$ cat config.mk
export PLATFORM = sky130hd
export DESIGN_NAME = power_iteration_dominant_eigen
export DESIGN_NICKNAME = d
export VERILOG_FILES = /design/src/hdl/pie_pkg.sv /design/src/hdl/power_iteration_dominant_eigen.sv /design/src/hdl/pie_ctrl.sv /design/src/hdl/pie_datapath.sv
export SDC_FILE = /design/constraint.sdc
export NUM_CORES = 2
export LEC_CHECK = 0
export ABC_AREA = 1
export BUFFER_PORTS_ARGS = -buffer_cell sky130_fd_sc_hd__buf_2
export CAP_MARGIN = 40
export CORE_UTILIZATION = 45
export CTS_CLUSTER_DIAMETER = 60
export DETAILED_ROUTE_END_ITERATION = 7
export GPL_ROUTABILITY_DRIVEN = 0
export HOLD_SLACK_MARGIN = 0.15
export PLACE_DENSITY_LB_ADDON = 0.1
export SLEW_MARGIN = 40
export SYNTH_ARGS = -nofsm -noshare
export SYNTH_HDL_FRONTEND = slang
export SYNTH_SLANG_ARGS = --single-unit
export TNS_END_PERCENT = 10
$ cat constraint.sdc
create_clock -name clk -period 12.5 [get_ports clk]
set_input_delay 0.625 -clock clk [delete_from_list [all_inputs] [get_ports clk]]
set_output_delay 0.625 -clock clk [all_outputs]
set_load 0.01 [all_outputs]
$ cat src/hdl/pie_pkg.sv
package pie_pkg;

    // Matrix geometry and fixed point format.
    localparam int MATRIX_DIM = 3;
    localparam int FRAC_BITS  = 16;
    localparam int NELEM      = MATRIX_DIM * MATRIX_DIM;
    localparam int IDX_W      = 2;
    localparam int ELEM_W     = 4;
    localparam int DATA_W     = 32;
    localparam int PROD_W     = 64;
    localparam int ACC_W      = 50;
    localparam int QUOT_W     = FRAC_BITS + 1;
    localparam int STEP_W     = 5;
    localparam int ITER_W     = 8;

    localparam logic [ITER_W-1:0] ITER_RESET = 8'd100;
    localparam logic signed [DATA_W-1:0] ONE_FX = 32'sh0001_0000;
    localparam logic signed [ACC_W-1:0] SAT_HI = 50'sh0_0000_7FFF_FFFF;
    localparam logic signed [ACC_W-1:0] SAT_LO = -50'sh0_0000_8000_0000;

    // Commands from the controller to the datapath.
    typedef struct packed {
        logic             store_en;
        logic             run_init;
        logic             pass_init;
        logic             mul_en;
        logic             acc_en;
        logic             acc_last;
        logic             check_en;
        logic             div_load;
        logic             div_step;
        logic             div_write;
        logic             out_load;
        logic             degen;
        logic [IDX_W-1:0] row;
        logic [IDX_W-1:0] col;
    } pie_cmd_t;

    // Status from the datapath to the controller.
    typedef struct packed {
        logic best_zero;
        logic out_full;
    } pie_sts_t;

    // Magnitude of a signed word as an unsigned word; the most negative value maps to 2^31.
    function automatic logic [DATA_W-1:0] mag32(input logic signed [DATA_W-1:0] v);
        mag32 = v[DATA_W-1] ? DATA_W'(-v) : DATA_W'(v);
    endfunction

endpackage

$ cat src/hdl/power_iteration_dominant_eigen.sv
// Dominant eigenvalue of a 3x3 signed Q16.16 matrix by power iteration.
// Input channel (in_valid/in_ready): each word writes one matrix element at
// element_index (row*3+column); indexes of 9 and up store nothing. A word with
// go set starts a run from the vector (1,1,1) after its element is stored.
// Output channel (out_valid/out_ready): one word per run with lambda, the
// vector, and the saturated and degenerate flags. Words without go give none.
// Words are taken one per cycle while the block is idle, also while a result
// waits in the output register. A run blocks the input until it has ended.
// One pass runs nine multiply/accumulate pairs, a check, and for each
// component a 17-step restoring division plus load and write; the serial
// divider takes most of a pass. A run makes iteration_count passes;
// a zero lambda ends it early.
// When the receiver stalls, a finished run waits until the output register
// is free. Reset clears the controller and the output valid flag, sets the
// vector to ones and iteration_count to 100; the matrix is undefined until
// written. iteration_count is written over the APB port at any address.
module power_iteration_dominant_eigen (
    input  logic                              clk,
    input  logic                              rst_n,
    input  logic                              psel,
    input  logic                              penable,
    input  logic                              pwrite,
    input  logic [1:0]                        paddr,
    input  logic [31:0]                       pwdata,
    output logic [31:0]                       prdata,
    output logic                              pready,
    input  logic                              in_valid,
    output logic                              in_ready,
    input  logic signed [pie_pkg::DATA_W-1:0] element_value,
    input  logic [pie_pkg::ELEM_W-1:0]        element_index,
    input  logic                              go,
    output logic                              out_valid,
    input  logic                              out_ready,
    output logic signed [pie_pkg::DATA_W-1:0] lambda_value,
    output logic signed [pie_pkg::DATA_W-1:0] vector_x0,
    output logic signed [pie_pkg::DATA_W-1:0] vector_x1,
    output logic signed [pie_pkg::DATA_W-1:0] vector_x2,
    output logic                              saturated,
    output logic                              degenerate
);
    import pie_pkg::*;

    logic [ITER_W-1:0] iter_reg;
    logic              cfg_wr;
    pie_cmd_t          cmd;
    pie_sts_t          sts;

    // Configuration register; the single register decodes every address.
    assign pready = 1'b1;
    assign cfg_wr = psel && penable && pwrite;
    assign prdata = {{(32-ITER_W){1'b0}}, iter_reg};

    always_ff @(posedge clk or negedge rst_n)
    begin
        if (!rst_n)
        begin
            iter_reg <= ITER_RESET;
        end
        else if (cfg_wr)
        begin
            iter_reg <= pwdata[ITER_W-1:0];
        end
    end

    pie_ctrl u_ctrl (
        .clk             (clk),
        .rst_n           (rst_n),
        .in_valid        (in_valid),
        .go              (go),
        .iteration_count (iter_reg),
        .sts             (sts),
        .in_ready        (in_ready),
        .cmd             (cmd)
    );

    pie_datapath u_datapath (
        .clk           (clk),
        .rst_n         (rst_n),
        .cmd           (cmd),
        .element_value (element_value),
        .element_index (element_index),
        .out_ready     (out_ready),
        .sts           (sts),
        .out_valid     (out_valid),
        .lambda_value  (lambda_value),
        .vector_x0     (vector_x0),
        .vector_x1     (vector_x1),
        .vector_x2     (vector_x2),
        .saturated     (saturated),
        .degenerate    (degenerate)
    );

    // A degenerate run always reports a zero lambda.
    a_degen_zero: assert property (@(posedge clk) disable iff (!rst_n)
        out_valid && degenerate |-> lambda_value == '0)
        else $error("degenerate result with nonzero lambda");

    // Normalized components never exceed 1.0 in magnitude.
    a_vec_bound: assert property (@(posedge clk) disable iff (!rst_n)
        out_valid |-> (vector_x0 <= ONE_FX) && (vector_x0 >= -ONE_FX)
                   && (vector_x1 <= ONE_FX) && (vector_x1 >= -ONE_FX)
                   && (vector_x2 <= ONE_FX) && (vector_x2 >= -ONE_FX))
        else $error("vector component beyond unit magnitude");

    // A new result is loaded only into an empty output register.
    a_no_overwrite: assert property (@(posedge clk) disable iff (!rst_n)
        cmd.out_load |-> !out_valid)
        else $error("result loaded over a pending word");

endmodule

$ cat src/hdl/pie_ctrl.sv
module pie_ctrl (
    input  logic                     clk,
    input  logic                     rst_n,
    input  logic                     in_valid,
    input  logic                     go,
    input  logic [pie_pkg::ITER_W-1:0] iteration_count,
    input  pie_pkg::pie_sts_t        sts,
    output logic                     in_ready,
    output pie_pkg::pie_cmd_t        cmd
);
    import pie_pkg::*;

    localparam logic [2:0] S_IDLE   = 3'd0;
    localparam logic [2:0] S_MUL    = 3'd1;
    localparam logic [2:0] S_ACC    = 3'd2;
    localparam logic [2:0] S_CHECK  = 3'd3;
    localparam logic [2:0] S_DLOAD  = 3'd4;
    localparam logic [2:0] S_DSTEP  = 3'd5;
    localparam logic [2:0] S_DWRITE = 3'd6;
    localparam logic [2:0] S_FINISH = 3'd7;

    localparam logic [IDX_W-1:0]  LAST_IDX  = IDX_W'(MATRIX_DIM - 1);
    localparam logic [STEP_W-1:0] LAST_STEP = STEP_W'(QUOT_W - 1);

    logic [2:0]        state_reg, state_next;
    logic [IDX_W-1:0]  row_reg, row_next;
    logic [IDX_W-1:0]  col_reg, col_next;
    logic [STEP_W-1:0] step_reg, step_next;
    logic [ITER_W-1:0] pass_reg, pass_next;
    logic              degen_reg, degen_next;
    logic              accept;

    assign in_ready = (state_reg == S_IDLE);
    assign accept   = in_valid && in_ready;

    // Sequencer: products and sums row by row, then one division per component.
    always_comb
    begin
        state_next = state_reg;
        row_next   = row_reg;
        col_next   = col_reg;
        step_next  = step_reg;
        pass_next  = pass_reg;
        degen_next = degen_reg;
        cmd        = '0;
        cmd.row    = row_reg;
        cmd.col    = col_reg;
        cmd.degen  = degen_reg;
        unique case (state_reg)
            S_IDLE:
            begin
                cmd.store_en = accept;
                if (accept && go)
                begin
                    cmd.run_init  = 1'b1;
                    cmd.pass_init = 1'b1;
                    pass_next     = '0;
                    degen_next    = 1'b0;
                    row_next      = '0;
                    col_next      = '0;
                    state_next    = (iteration_count == '0) ? S_FINISH : S_MUL;
                end
            end
            S_MUL:
            begin
                cmd.mul_en = 1'b1;
                state_next = S_ACC;
            end
            S_ACC:
            begin
                cmd.acc_en   = 1'b1;
                cmd.acc_last = (col_reg == LAST_IDX);
                if (col_reg != LAST_IDX)
                begin
                    col_next   = col_reg + 1'b1;
                    state_next = S_MUL;
                end
                else
                begin
                    col_next = '0;
                    if (row_reg != LAST_IDX)
                    begin
                        row_next   = row_reg + 1'b1;
                        state_next = S_MUL;
                    end
                    else
                    begin
                        row_next   = '0;
                        state_next = S_CHECK;
                    end
                end
            end
            S_CHECK:
            begin
                cmd.check_en = 1'b1;
                if (sts.best_zero)
                begin
                    degen_next = 1'b1;
                    state_next = S_FINISH;
                end
                else
                begin
                    state_next = S_DLOAD;
                end
            end
            S_DLOAD:
            begin
                cmd.div_load = 1'b1;
                step_next    = '0;
                state_next   = S_DSTEP;
            end
            S_DSTEP:
            begin
                cmd.div_step = 1'b1;
                step_next    = step_reg + 1'b1;
                if (step_reg == LAST_STEP)
                begin
                    state_next = S_DWRITE;
                end
            end
            S_DWRITE:
            begin
                cmd.div_write = 1'b1;
                if (row_reg != LAST_IDX)
                begin
                    row_next   = row_reg + 1'b1;
                    state_next = S_DLOAD;
                end
                else
                begin
                    row_next  = '0;
                    pass_next = pass_reg + 1'b1;
                    if (pass_reg + 1'b1 == iteration_count)
                    begin
                        state_next = S_FINISH;
                    end
                    else
                    begin
                        cmd.pass_init = 1'b1;
                        state_next    = S_MUL;
                    end
                end
            end
            S_FINISH:
            begin
                if (!sts.out_full)
                begin
                    cmd.out_load = 1'b1;
                    state_next   = S_IDLE;
                end
            end
            default:
            begin
                state_next = S_IDLE;
            end
        endcase
    end

    always_ff @(posedge clk or negedge rst_n)
    begin
        if (!rst_n)
        begin
            state_reg <= S_IDLE;
            row_reg   <= '0;
            col_reg   <= '0;
            step_reg  <= '0;
            pass_reg  <= '0;
            degen_reg <= 1'b0;
        end
        else
        begin
            state_reg <= state_next;
            row_reg   <= row_next;
            col_reg   <= col_next;
            step_reg  <= step_next;
            pass_reg  <= pass_next;
            degen_reg <= degen_next;
        end
    end

endmodule

$ cat src/hdl/pie_datapath.sv
module pie_datapath (
    input  logic                              clk,
    input  logic                              rst_n,
    input  pie_pkg::pie_cmd_t                 cmd,
    input  logic signed [pie_pkg::DATA_W-1:0] element_value,
    input  logic [pie_pkg::ELEM_W-1:0]        element_index,
    input  logic                              out_ready,
    output pie_pkg::pie_sts_t                 sts,
    output logic                              out_valid,
    output logic signed [pie_pkg::DATA_W-1:0] lambda_value,
    output logic signed [pie_pkg::DATA_W-1:0] vector_x0,
    output logic signed [pie_pkg::DATA_W-1:0] vector_x1,
    output logic signed [pie_pkg::DATA_W-1:0] vector_x2,
    output logic                              saturated,
    output logic                              degenerate
);
    import pie_pkg::*;

    logic signed [DATA_W-1:0] mat_reg [NELEM];
    logic signed [DATA_W-1:0] x_reg [MATRIX_DIM];
    logic signed [DATA_W-1:0] y_reg [MATRIX_DIM];
    logic signed [PROD_W-1:0] prod_reg;
    logic signed [ACC_W-1:0]  acc_reg;
    logic signed [DATA_W-1:0] best_reg;
    logic                     sat_reg;
    logic [DATA_W-1:0]        dvs_reg;
    logic [DATA_W-1:0]        rem_reg;
    logic [QUOT_W-1:0]        num_reg;
    logic [QUOT_W-1:0]        quot_reg;
    logic                     neg_reg;
    logic                     out_valid_reg;
    logic signed [DATA_W-1:0] lam_out_reg, x0_out_reg, x1_out_reg, x2_out_reg;
    logic                     sat_out_reg, degen_out_reg;

    logic [ELEM_W-1:0]        mat_idx;
    logic signed [PROD_W-1:0] shifted;
    logic signed [ACC_W-1:0]  sum;
    logic signed [DATA_W-1:0] y_sat;
    logic                     clamp;
    logic [DATA_W-1:0]        y_mag;
    logic [DATA_W:0]          trial;
    logic signed [DATA_W-1:0] quot_signed;

    assign mat_idx = ELEM_W'(cmd.row) * ELEM_W'(MATRIX_DIM) + ELEM_W'(cmd.col);

    // Floor shift of the product and saturation of the finished row sum.
    always_comb
    begin
        shifted = prod_reg >>> FRAC_BITS;
        sum     = acc_reg + ACC_W'(shifted);
        clamp   = 1'b0;
        if (sum > SAT_HI)
        begin
            y_sat = DATA_W'(SAT_HI);
            clamp = 1'b1;
        end
        else if (sum < SAT_LO)
        begin
            y_sat = DATA_W'(SAT_LO);
            clamp = 1'b1;
        end
        else
        begin
            y_sat = DATA_W'(sum);
        end
    end

    // One restoring division step on the magnitudes.
    assign y_mag       = mag32(y_reg[cmd.row]);
    assign trial       = {rem_reg, num_reg[QUOT_W-1]} - {1'b0, dvs_reg};
    assign quot_signed = neg_reg ? -DATA_W'(quot_reg) : DATA_W'(quot_reg);

    // Matrix store, written by each accepted word with an index in range.
    always_ff @(posedge clk)
    begin
        if (cmd.store_en && (element_index < ELEM_W'(NELEM)))
        begin
            mat_reg[element_index] <= element_value;
        end
    end

    // Row sums, lambda search, saturation flag and the write of each divided component.
    always_ff @(posedge clk or negedge rst_n)
    begin
        if (!rst_n)
        begin
            for (int i = 0; i < MATRIX_DIM; i++)
            begin
                x_reg[i] <= ONE_FX;
            end
            best_reg <= '0;
            sat_reg  <= 1'b0;
            acc_reg  <= '0;
        end
        else
        begin
            if (cmd.run_init)
            begin
                for (int i = 0; i < MATRIX_DIM; i++)
                begin
                    x_reg[i] <= ONE_FX;
                end
                sat_reg <= 1'b0;
            end
            if (cmd.pass_init)
            begin
                best_reg <= '0;
                acc_reg  <= '0;
            end
            if (cmd.acc_en)
            begin
                if (cmd.acc_last)
                begin
                    acc_reg <= '0;
                    if (clamp)
                    begin
                        sat_reg <= 1'b1;
                    end
                    if (mag32(best_reg) < mag32(y_sat))
                    begin
                        best_reg <= y_sat;
                    end
                end
                else
                begin
                    acc_reg <= sum;
                end
            end
            if (cmd.div_write)
            begin
                x_reg[cmd.row] <= quot_signed;
            end
        end
    end

    // Payload registers of the row sums, the multiplier and the divider.
    always_ff @(posedge clk)
    begin
        if (cmd.acc_en && cmd.acc_last)
        begin
            y_reg[cmd.row] <= y_sat;
        end
        if (cmd.mul_en)
        begin
            prod_reg <= PROD_W'(mat_reg[mat_idx]) * PROD_W'(x_reg[cmd.col]);
        end
        if (cmd.check_en)
        begin
            dvs_reg <= mag32(best_reg);
        end
        if (cmd.div_load)
        begin
            rem_reg  <= y_mag >> 1;
            num_reg  <= {y_mag[0], {(QUOT_W-1){1'b0}}};
            quot_reg <= '0;
            neg_reg  <= y_reg[cmd.row][DATA_W-1];
        end
        else if (cmd.div_step)
        begin
            num_reg <= num_reg << 1;
            if (!trial[DATA_W])
            begin
                rem_reg  <= trial[DATA_W-1:0];
                quot_reg <= {quot_reg[QUOT_W-2:0], 1'b1};
            end
            else
            begin
                rem_reg  <= {rem_reg[DATA_W-2:0], num_reg[QUOT_W-1]};
                quot_reg <= {quot_reg[QUOT_W-2:0], 1'b0};
            end
        end
    end

    // Result register; holds until the receiver takes the word.
    always_ff @(posedge clk or negedge rst_n)
    begin
        if (!rst_n)
        begin
            out_valid_reg <= 1'b0;
        end
        else if (cmd.out_load)
        begin
            out_valid_reg <= 1'b1;
        end
        else if (out_ready)
        begin
            out_valid_reg <= 1'b0;
        end
    end

    always_ff @(posedge clk)
    begin
        if (cmd.out_load)
        begin
            lam_out_reg   <= best_reg;
            x0_out_reg    <= x_reg[0];
            x1_out_reg    <= x_reg[1];
            x2_out_reg    <= x_reg[2];
            sat_out_reg   <= sat_reg;
            degen_out_reg <= cmd.degen;
        end
    end

    assign sts.best_zero = (best_reg == '0);
    assign sts.out_full  = out_valid_reg;
    assign out_valid     = out_valid_reg;
    assign lambda_value  = lam_out_reg;
    assign vector_x0     = x0_out_reg;
    assign vector_x1     = x1_out_reg;
    assign vector_x2     = x2_out_reg;
    assign saturated     = sat_out_reg;
    assign degenerate    = degen_out_reg;

endmodule
==> impl_metrics.toml <==
[outcome]
run_status = "completed"

[clock_tree]
cts-buffers-inserted = 98
clk_latency_ns = 0.73
cts.sinks = 854
tritoncts = "done"
cts-root-buf = "clkbuf_16"
cts.path.max_buffers = 3
htree_num_levels = 3
clk_transition_reported_paths_ns = 0.06

[setup_path]
critPathKind = "register to register"
r2r-end = "u_datapath.prod_reg[62]"
crit_start = "u_ctrl.row_reg[0]"
critPathArrivalTime_ns = 11.71
start_kind = "register"
crit_buf_inv = 10
cp_top_family = "adder cells"
r2r_slack_ns = 1.26
critPathRequiredTime_ns = 12.97
worst_setup_path_end_kind = "register"
path_depth = 33
r2r_start = "u_ctrl.row_reg[0]"
cpPeakStageDelay_ns = 0.78
crit_path_end = "u_datapath.prod_reg[62]"
cpMostUsedCell = "fa_1"
reg2reg_depth = 33
crit_fanout = 35
crit_slowest_cell = "clkinv_1"

[placement]
dp_hpwl_mm = 183.3
io_buffers = 191

[final_layout]
largest_reg_flops = 288
nets = 9941
area_growth_pct = 9.741
layout-drive-gt1-share = 0.08564

[timing]
post-route-min-period_ns = 11.24
slew_headroom = 0.3860
drv_slew = 0
hold_viol_final = 0
tightest_slew_ns = 0.9211
rsz0062_at_grt = "no"
clock_skew_ns = 0.05957
period_share = 0.8994
finalSetupTns_ns = 0
clock.fmax_ghz = 0.08895
finalSetupViolCount = 0

[global_routing]
grtUsageTotal = 0.2811
grt_pass1_vias = 59400
grt_start_max_net_pins = 81
grt.overflow.total = 0
grt_pass1_wl_mm = 364.8
antenna_found_initial = 5

[die]
core.rowCount = 151
coreArea_um2 = 169700
io_pins = 243
die_h_um = 415.8
chipWidth_um = 415.8
start_util = 0.4542
dieArea_um2 = 172900

[detailed_routing]
drt_iter0_markers = 4456
via_per_inst = 5.315
drt_pre_antenna_iters = 6
drc = 0
wl_mm = 239.2
detail-route-antenna-nets = 0
vias = 57290
wire_per_inst_um = 22.19

[yosys]
synth_edf_count = 627
yosysUniqueCellTypes = 73
async_flop_share = 0.2447
avgSynthCellArea_um2 = 9.282
syn_area_um2 = 77070
ys_seq_area_frac = 0.3170
synth-warning-count = 0
ys.flop_type = "edfxtp_1"
synth-seq-cells = 854
synthCells = 8303

[run]
maxCapViolations = 0

[hold_path]
min_path_type = "primary input to register"
==> how the worst min path moves through the flow <==
| stage | startpoint | end | slack, ns | cells after the start |
|---|---|---|---|---|
| after detailed placement | u_datapath.x_reg[51] | u_datapath.vector_x1[19] | 0.44 | 0 |
| after floorplan | rst_n | iter_reg[0] | 0.33 | 0 |
| after global placement | u_datapath.x_reg[29] | u_datapath.vector_x2[29] | 0.44 | 0 |
| after global routing | element_value[15] | u_datapath.mat_reg[8][15] | 0.18 | 1 |
| final | element_value[26] | u_datapath.mat_reg[6][26] | 0.20 | 1 |
| after CTS | element_value[21] | u_datapath.mat_reg[3][21] | 0.15 | 1 |
==> synth_stat cells (7+ instances only) <==
library cell  number  area [µm²]
inv_1           1603        6017
nand2_1         1533        5754
fa_1            1085       21720
nor2_1           840        3153
edfxtp_1         627       18830
o21ai_0          314        1572
a21oi_1          308        1541
ha_1             304        3804
nand3_1          279        1396
clkbuf_1         266       998.5
dfrtp_1          203        5080
xor2_1           141        1235
o211ai_1          65       488.0
nor3_1            61       305.3
or2_2             59       369.1
xnor2_1           59       516.8
mux2i_1           54       540.5
o22ai_1           35       219.0
o21a_1            34       255.2
inv_2             32       120.1
nand4_1           32       200.2
a31oi_1           31       193.9
o21ai_1           31       155.2
buf_4             25       187.7
a32o_1            24       240.2
nor4_1            22       137.6
buf_1             21       78.83
buf_2             19       95.09
clkinv_1          19       71.32
dfxtp_1           18       360.4
nor2_2            14       87.58
mux2_2            13       146.4
nand2_2           13       81.33
o31ai_1           13       97.59
o21bai_1          12       90.09
a21o_1            10       75.07
a221oi_1           7       61.31
==> cell type report <==
type / instances / area, µm²
fill: 15940 / 85090
timing repair buffer: 383 / 2542
tap: 2218 / 2775
antenna: 2 / 5.005
inverter: 1654 / 6215
multi-input combinational: 5483 / 45350
clock buffer: 122 / 2635
clock inverter: 63 / 623.1
sequential: 854 / 24430
==> through the flow <==
stage,area (µm²),hold slack (ns),worst slack (ns),cells,util
finish,84570,0.1954,1.258,10780,0.4985
global route,84570,0.1775,0.6806,10780,0.4985
CTS,84540,0.1506,1.341,10780,0.4983
detailed placement,81120,0.4438,1.328,10580,0.4782
global placement,80980,0.4374,1.163,10570,0.4773
floorplan,77150,0.3294,1.685,8326,-
==> per-layer routing <==
| layer | GRT usage | share of wire |
|---|---|---|
| met5 | 0 | 0.000033 |
| met4 | 0.1206 | 0.050 |
| met3 | 0.05454 | 0.075 |
| met2 | 0.4658 | 0.47 |
| met1 | 0.3587 | 0.40 |
==> worst reg2reg max path: cells and delay by family, from the launching register on <==
kind                     cells  cell delay [ns]
AND/OR/NAND/NOR              5             0.97
adder cells (fa/ha/maj)     12             5.87
AO/OA/AOI/OAI                5             1.19
buffers and inverters       10             2.27
XOR/XNOR                     1             0.11
flip-flops                   1             0.58
==> placed cells by master, fill, tap and decap left out, drive strengths merged, types with 7 or more instances in the layout <==
cell and instances:
inv 1643, nand2 1547, fa 1085, nor2 857, edfxtp 627, buf 367, o21ai 347, a21oi 310
ha 304, nand3 282, dfrtp 203, xor2 142, clkbuf 122, nor3 68, o211ai 65, clkinv 64
or2 62, xnor2 60, mux2i 54, o22ai 35, o21a 34, nand4 33, a31oi 31, conb 25
a32o 24, nor4 23, dfxtp 18, dlygate4sd3 16, o31ai 14, mux2 13, o21bai 12, a21o 11
a221oi 7
==> timing repair <==
item                                   in CTS  in global routing
resized for setup                           0                  0
hold buffers                               16                  0
endpoints found under the hold margin     123                  0
buffers inserted                            0                  0
==> cells by family (layout without fill, tap and decap cells) <==
logic type	count (synthesis)	count (layout)	synth area share
buffers and inverters	1989	2222	0.09891
and+or+nand+nor	2887	2887	0.1528
xor gates and xnor gates	202	202	0.02315
other	2	27	0.00009745
AOI/OAI and AO/OA	913	913	0.06793
DFF	854	854	0.3170
adders and majority gates	1389	1389	0.3312
muxes	67	67	0.008913
Power is left out: the tool's default activity adds up to more than one toggle a clock period on the data nets, which glitch-free logic cannot reach.
